<file path="src/sv/clnw_pkg.sv">
`timescale 1ns / 1ps
// ----------------------------------------------------------------------------
// clnw_pkg: shared types and constants of the character LCD nibble writer
// Request codes, register indexes, run descriptors and the init sequence.
// ----------------------------------------------------------------------------
package clnw_pkg;

    localparam int CfgDataW = 6;

    // Request codes.
    localparam logic [1:0] REQ_INIT  = 2'd0;
    localparam logic [1:0] REQ_CLEAR = 2'd1;
    localparam logic [1:0] REQ_CHAR  = 2'd2;
    localparam logic [1:0] REQ_HOME  = 2'd3;

    localparam logic [7:0] CHAR_NEWLINE = 8'd10;

    // Configuration register indexes.
    localparam logic CFG_LINE_LENGTH = 1'b0;
    localparam logic CFG_BACKLIGHT   = 1'b1;

    // Timing values carried with each expander write.
    localparam logic [15:0] WAIT_POWER_UP = 16'd50000;
    localparam logic [13:0] WAIT_EN_HIGH  = 14'd1;
    localparam logic [13:0] WAIT_BASE     = 14'd100;
    localparam logic [13:0] WAIT_CLEAR    = 14'd2100;

    // Positions of the final write of each kind of run.
    localparam logic [4:0] LAST_POS_INIT  = 5'd27;
    localparam logic [4:0] LAST_POS_SHORT = 5'd3;
    localparam logic [4:0] LAST_POS_WRAP  = 5'd7;

    typedef enum logic [2:0] {
        RUN_INIT      = 3'd0,
        RUN_CLEAR     = 3'd1,
        RUN_HOME      = 3'd2,
        RUN_CHAR      = 3'd3,
        RUN_WRAP_CHAR = 3'd4
    } t_run_kind;

    typedef struct packed {
        t_run_kind  kind;
        logic [7:0] char_code;
        logic [3:0] addr_nibble;
    } t_run;

    typedef struct packed {
        logic [7:0]  expander_byte;
        logic [15:0] wait_before_us;
        logic [13:0] wait_after_us;
        logic        last;
    } t_write;

    // Nibbles of the power-up sequence: function set, three wake-ups,
    // 4-bit mode, function set, display on, clear, entry mode.
    function automatic logic [3:0] init_nibble(input logic [3:0] idx);
        logic [3:0] nib;
        case (idx)
            4'd0:    nib = 4'h2;
            4'd1:    nib = 4'h8;
            4'd2:    nib = 4'h3;
            4'd3:    nib = 4'h3;
            4'd4:    nib = 4'h3;
            4'd5:    nib = 4'h2;
            4'd6:    nib = 4'h2;
            4'd7:    nib = 4'h8;
            4'd8:    nib = 4'h0;
            4'd9:    nib = 4'hC;
            4'd10:   nib = 4'h0;
            4'd11:   nib = 4'h1;
            4'd12:   nib = 4'h0;
            4'd13:   nib = 4'h6;
            default: nib = 4'h0;
        endcase
        return nib;
    endfunction

    // Wait after the enable-low write of each init nibble.
    function automatic logic [13:0] init_wait(input logic [3:0] idx);
        logic [13:0] w;
        case (idx)
            4'd1:    w = 14'd5100;
            4'd2:    w = 14'd5100;
            4'd3:    w = 14'd1100;
            4'd4:    w = 14'd10100;
            4'd11:   w = WAIT_CLEAR;
            default: w = WAIT_BASE;
        endcase
        return w;
    endfunction

endpackage

</file>
<file path="src/sv/clnw_write_gen.sv">
`timescale 1ns / 1ps
// ----------------------------------------------------------------------------
// clnw_write_gen: expander write generator
// Maps a run descriptor and a position in the run to one expander write.
// ----------------------------------------------------------------------------
module clnw_write_gen (
    input  clnw_pkg::t_run   i_run,
    input  logic [4:0]       i_pos,
    input  logic             i_backlight,
    output clnw_pkg::t_write o_write
);
    import clnw_pkg::*;

    logic [3:0]  nib_idx;
    logic        phase_low;
    logic [3:0]  nib;
    logic        rs;
    logic [13:0] wait_low;
    logic [4:0]  last_pos;

    assign nib_idx   = i_pos[4:1];
    assign phase_low = i_pos[0];

    always_comb begin
        nib      = 4'h0;
        rs       = 1'b0;
        wait_low = WAIT_BASE;
        last_pos = LAST_POS_SHORT;
        case (i_run.kind)
            RUN_INIT: begin
                nib      = init_nibble(nib_idx);
                wait_low = init_wait(nib_idx);
                last_pos = LAST_POS_INIT;
            end
            RUN_CLEAR: begin
                nib      = nib_idx[0] ? 4'h1 : 4'h0;
                wait_low = nib_idx[0] ? WAIT_CLEAR : WAIT_BASE;
            end
            RUN_HOME: begin
                nib = nib_idx[0] ? 4'h0 : 4'h8;
            end
            RUN_CHAR: begin
                nib = nib_idx[0] ? i_run.char_code[3:0] : i_run.char_code[7:4];
                rs  = 1'b1;
            end
            RUN_WRAP_CHAR: begin
                // Set-address command for the new line, then the character.
                case (nib_idx[1:0])
                    2'd0:    nib = i_run.addr_nibble;
                    2'd1:    nib = 4'h0;
                    2'd2:    nib = i_run.char_code[7:4];
                    default: nib = i_run.char_code[3:0];
                endcase
                rs       = nib_idx[1];
                last_pos = LAST_POS_WRAP;
            end
            default: begin
                nib = 4'h0;
            end
        endcase
    end

    assign o_write.expander_byte  = {nib, i_backlight, ~phase_low, 1'b0, rs};
    assign o_write.wait_before_us = (i_run.kind == RUN_INIT && i_pos == 5'd0)
                                    ? WAIT_POWER_UP : 16'd0;
    assign o_write.wait_after_us  = phase_low ? wait_low : WAIT_EN_HIGH;
    assign o_write.last           = (i_pos == last_pos);

endmodule

</file>
<file path="src/sv/char_lcd_nibble_writer_unit.sv">
`timescale 1ns / 1ps
// ----------------------------------------------------------------------------
// char_lcd_nibble_writer_unit: character LCD request to expander byte writer
// Turns init, clear, character and home requests into expander writes for a
// 4-bit mode character display and keeps track of the cursor.
// ----------------------------------------------------------------------------
// A request becomes its expander writes, one per cycle while the output is
// taken: 28 for init, 4 for clear, home or newline, 4 for a character and 8
// for a character that first wraps to the next line. The pace is set by the
// write sequencer, whose position counter steps once per unstalled cycle into
// a single output register; the next request waits in the input register and
// its run starts in the cycle after the previous run's final write, so
// consecutive requests' writes follow with no gap while the output is taken.
module char_lcd_nibble_writer_unit (
    input  logic                          i_clk,
    input  logic                          i_rst_n,
    input  logic                          i_cfg_we,
    input  logic                          i_cfg_index,
    input  logic [clnw_pkg::CfgDataW-1:0] i_cfg_data,
    input  logic                          i_in_valid,
    output logic                          o_in_ready,
    input  logic [1:0]                    i_req_type,
    input  logic [7:0]                    i_char_code,
    output logic                          o_out_valid,
    input  logic                          i_out_ready,
    output logic [7:0]                    o_expander_byte,
    output logic [15:0]                   o_wait_before_us,
    output logic [13:0]                   o_wait_after_us,
    output logic                          o_last
);
    import clnw_pkg::*;

    // Configuration.
    logic [5:0] r_line_length;
    logic       r_backlight;

    // Input register.
    logic       r_in_valid;
    logic [1:0] r_req;
    logic [7:0] r_char;

    // Run stage and cursor.
    logic       r_run_active;
    t_run       r_run, n_run;
    logic [4:0] r_pos;
    logic [5:0] r_col, n_col;
    logic       r_line, n_line;

    // Output register.
    logic       r_out_valid;
    t_write     r_out;

    t_write     gen_write;
    logic       gen_fire;
    logic       load_run;

    assign gen_fire   = r_run_active && (!r_out_valid || i_out_ready);
    assign load_run   = r_in_valid && (!r_run_active || (gen_fire && gen_write.last));
    assign o_in_ready = !r_in_valid || load_run;

    always_ff @(posedge i_clk) begin
        if (!i_rst_n) begin
            r_line_length <= 6'd16;
            r_backlight   <= 1'b1;
        end else if (i_cfg_we) begin
            case (i_cfg_index)
                CFG_LINE_LENGTH: r_line_length <= i_cfg_data;
                CFG_BACKLIGHT:   r_backlight   <= i_cfg_data[0];
                default:         r_backlight   <= r_backlight;
            endcase
        end
    end

    always_ff @(posedge i_clk) begin
        if (!i_rst_n) begin
            r_in_valid <= 1'b0;
        end else if (o_in_ready) begin
            r_in_valid <= i_in_valid;
        end
    end

    always_ff @(posedge i_clk) begin
        if (o_in_ready && i_in_valid) begin
            r_req  <= i_req_type;
            r_char <= i_char_code;
        end
    end

    // Decode the waiting request and move the cursor as the run starts.
    always_comb begin
        n_run.char_code   = r_char;
        n_run.addr_nibble = 4'h8;
        n_col             = 6'd0;
        n_line            = 1'b0;
        case (r_req)
            REQ_INIT:  n_run.kind = RUN_INIT;
            REQ_CLEAR: n_run.kind = RUN_CLEAR;
            REQ_HOME:  n_run.kind = RUN_HOME;
            default: begin
                if (r_char == CHAR_NEWLINE) begin
                    n_run.kind = RUN_HOME;
                end else if (r_col >= r_line_length) begin
                    n_run.kind        = RUN_WRAP_CHAR;
                    n_line            = ~r_line;
                    n_col             = 6'd1;
                    n_run.addr_nibble = ~r_line ? 4'hC : 4'h8;
                end else begin
                    n_run.kind = RUN_CHAR;
                    n_line     = r_line;
                    n_col      = r_col + 6'd1;
                end
            end
        endcase
    end

    always_ff @(posedge i_clk) begin
        if (!i_rst_n) begin
            r_run_active <= 1'b0;
            r_pos        <= 5'd0;
            r_col        <= 6'd0;
            r_line       <= 1'b0;
        end else if (load_run) begin
            r_run_active <= 1'b1;
            r_pos        <= 5'd0;
            r_col        <= n_col;
            r_line       <= n_line;
        end else if (gen_fire) begin
            r_run_active <= !gen_write.last;
            r_pos        <= r_pos + 5'd1;
        end
    end

    always_ff @(posedge i_clk) begin
        if (load_run) begin
            r_run <= n_run;
        end
    end

    clnw_write_gen u_write_gen (
        .i_run       (r_run),
        .i_pos       (r_pos),
        .i_backlight (r_backlight),
        .o_write     (gen_write)
    );

    always_ff @(posedge i_clk) begin
        if (!i_rst_n) begin
            r_out_valid <= 1'b0;
        end else if (gen_fire) begin
            r_out_valid <= 1'b1;
        end else if (i_out_ready) begin
            r_out_valid <= 1'b0;
        end
    end

    always_ff @(posedge i_clk) begin
        if (gen_fire) begin
            r_out <= gen_write;
        end
    end

    assign o_out_valid      = r_out_valid;
    assign o_expander_byte  = r_out.expander_byte;
    assign o_wait_before_us = r_out.wait_before_us;
    assign o_wait_after_us  = r_out.wait_after_us;
    assign o_last           = r_out.last;

endmodule

</file>
<file path="config.mk">
export PLATFORM = sky130hd
export DESIGN_NAME = char_lcd_nibble_writer_unit
export DESIGN_NICKNAME = d
export VERILOG_FILES = /design/src/sv/clnw_pkg.sv /design/src/sv/clnw_write_gen.sv /design/src/sv/char_lcd_nibble_writer_unit.sv
export SDC_FILE = /design/constraint.sdc
export NUM_CORES = 1
export LEC_CHECK = 0
export BUFFER_PORTS_ARGS = -buffer_cell sky130_fd_sc_hd__buf_2
export CAP_MARGIN = 0
export CORE_MARGIN = 10
export CORE_UTILIZATION = 60
export CTS_BUF_LIST = sky130_fd_sc_hd__clkbuf_8
export DETAILED_ROUTE_END_ITERATION = 8
export PLACE_DENSITY = 0.8
export SLEW_MARGIN = 20
export SYNTH_ARGS = -nofsm -noshare
export SYNTH_HDL_FRONTEND = slang
export SYNTH_HIERARCHICAL = 1
export SYNTH_SLANG_ARGS = --single-unit
</file>
<file path="constraint.sdc">
create_clock -name i_clk -period 6.4 [get_ports i_clk]
set_clock_uncertainty 0.1 [all_clocks]
set_input_delay 1.28 -clock i_clk [delete_from_list [all_inputs] [get_ports i_clk]]
set_output_delay 1.28 -clock i_clk [all_outputs]
set_load 0.03 [all_outputs]
</file>
==> flow_summary.toml <==
[timing]
max_freq_mhz = 249
finalCritPeriodShare_pct = 62.7
setup_tns_ns = 0
worstMarginPinSlew_ns = 0.949
slew_violations = 0
hold_slack_ns = 0.348
setup_viol = 0
slew_headroom_pct = 36.7
fin_crit_ns = 4.01
hold_viol_final = 0
rsz0062_at_grt = "false"

[critical_path]
crit_buf_inv = 1
cp_top_family = "simple AND/OR/NAND/NOR gates"
startpoint = "r_run[14]"
rr_worst_depth = 8
timing.rr.start = "r_run[14]"
endpoint = "o_in_ready"
critPathMaxStageDelay_ns = 0.56
slowest_stage = "nor3b_1"
r2r_slack_ns = 2.98
cp_max_fo = 11
r2r-end = "r_col[3]"
worst-path-stages = 6
crit_path_start_kind = "register"
path_cells = "nor3b_1 > ha_1 > a211oi_1 > a21oi_1 > nand2_1 > buf_2"
cp.required_ns = 5.02
critPathKind = "register to output port"
end_kind = "output port"
cp_data_arrival_time_ns = 2.63

[cts]
ctsResizeCount = 0
cts_tree = "built"
hold_buffers = 0
clock_sinks = 83
post-cts-setup-buffers = 0
cts_buffers = 9
path_clk_slew_ns = 0.07
clock_latency_ns = 0.35
cts-root-buf = "clkbuf_8"
ctsLongestPathBuffers = 2
htree_levels = 3

[floorplanning]
die_area_sq_um = 9710
die_h_microns = 98.5
rows = 28
top_level_ports = 63
die-width_microns = 98.5
core_sq_um = 5960
start_util_pct = 62.1

[drt]
ant_nets = 0
drt_iter0_drc = 166
routedWlPerCell_microns = 14.6
dr.pass1.iters = 5
num_vias = 2333
drc = 0
vias_per_cell = 5.33
finalWirelength_microns = 6410

[logic_synthesis]
ys_types = 54
synth_most_common_cell = "edfxtp_1"
ys.flop_type = "edfxtp_1"
ys_async_sr_fraction_pct = 0
synth_edf_count = 61
netlist_area_sq_um = 3700
ys_top_cells_by_area = "edfxtp_1 49%, dfxtp_1 12%, buf_4 4.7%"
synth_top_area_cell = "edfxtp_1"
yosysSeqAreaShare_pct = 61.4
yosys-top-cells-count = "61 x edfxtp_1, 28 x nor2_1, 23 x buf_4"
ys_warn_count = 6
netlist_instances = 311
synth_top_cell_area_share_pct = 49.5
postSynthAreaPerCell_sq_um = 11.9
synth_seq_cells = 83

[min_path]
hold_class = "register to register"

[final_layout]
register_area_sq_um = 2270
nets = 389
post-route-util_pct = 68.7
syn2layout_area_growth_pct = 10.6
fill_cells = 442
multi_input_area_sq_um = 1170
antenna_cells = 0
drive_above_1_share_pct = 23.7

[global_routing]
grt_pass1_vias = 2252
antenna_found_initial = 0
grt_pass1_wl_microns = 10600
grt_usage_pct = 13.4
grt.overflow.total = 0
grt_max_degree = 45

[place]
port_buffers = 62
place_hpwl_microns = 4480
gp_congestion = 0.836

[run]
cap_viol_max_count = 0

[power]
power_leakage_nw = 1.59
peakVddDrop_mv = 0.187
p_total_mw = 1.10
power.density_nw_per_um2 = 269

[status]
status = "finished clean"
==> worst min-delay path by stage <==
stage                      from                  to  slack, ns  cells past startpoint
floorplan             r_char[1]            r_run[5]       0.32                      0
global placement    r_backlight  o_expander_byte[3]       0.32                      0
detailed placement    r_char[1]            r_run[5]       0.33                      0
CTS                   r_char[1]            r_run[5]       0.35                      0
global route          r_char[6]           r_run[10]       0.38                      0
finish                r_char[1]            r_run[5]       0.35                      0
==> power by group <==
part | internal [mW] | leakage [nW] | switching, mW
clock | 0.214 | 0.118 | 0.172
sequential | 0.607 | 0.754 | 0.0125
combinational | 0.0283 | 0.722 | 0.0664
total | 0.849 | 1.59 | 0.251
==> metrics by stage <==
stage / setup WS, ns / cells / instance area [sq um]
6_report: 2.39 / 438 / 4090
5_1_grt: 2.23 / 438 / 4090
4_1_cts: 2.42 / 438 / 4090
3_5_place_dp: 2.81 / 422 / 3890
3_3_place_gp: 2.87 / 422 / 3890
2_1_floorplan: 2.99 / 323 / 3750
==> cells by family (layout without fill, tap and decap cells) <==
| logic type | count (synthesis) | count (layout) | share of synthesized area [%] |
|---|---|---|---|
| buffers and inverters | 49 | 89 | 8.21 |
| and+or+nand+nor | 107 | 107 | 14.9 |
| AOI/OAI and AO/OA | 47 | 47 | 8.65 |
| adders and majority gates | 9 | 9 | 3.04 |
| muxes | 8 | 8 | 2.27 |
| other | 3 | 15 | 0.304 |
| DFF | 83 | 83 | 61.4 |
| xor gates and xnor gates | 5 | 5 | 1.18 |
==> registers in the layout, summed over array words and instances, names as in the netlist <==
signal / cells
o_wait_before_us: 16
o_wait_after_us: 14
r_run: 12
o_expander_byte: 8
r_char: 8
r_col: 6
r_line_length: 6
r_pos: 5
r_req: 2
o_last: 1
o_out_valid: 1
r_backlight: 1
r_in_valid: 1
r_line: 1
r_run_active: 1
==> cell usage in the layout (no fill, tap or decap), types with 5 or more instances in the layout <==
master	synthesis	routed
nand2b_1	5	5
o21ai_0	7	7
conb_1	3	15
nor2_1	28	28
buf_2	3	62
dfxtp_1	22	22
nand3_1	18	18
ha_1	9	9
edfxtp_1	61	61
nor2b_1	6	6
nand2_1	21	21
nor3_1	5	5
mux2i_1	5	5
inv_1	11	15
clkbuf_8	0	9
a21oi_1	15	15
==> metal layers <==
layer	track usage, %	wire, microns	vias to the layer above
met5	0	0	-
met4	7.28	154	0
met3	5.03	525	16
met2	20.6	3000	91
met1	15.8	2730	1055
li1	-	-	1171
==> area by class of cell <==
class                      instances  area share, %
clock buffer                       9           3.03
inverter                          11           1.01
multi-input combinational        191           28.6
tap                               75           2.29
clock inverter                     7           1.96
timing repair buffer              62           7.58
sequential                        83           55.5
(Power assumes the default switching activity.)
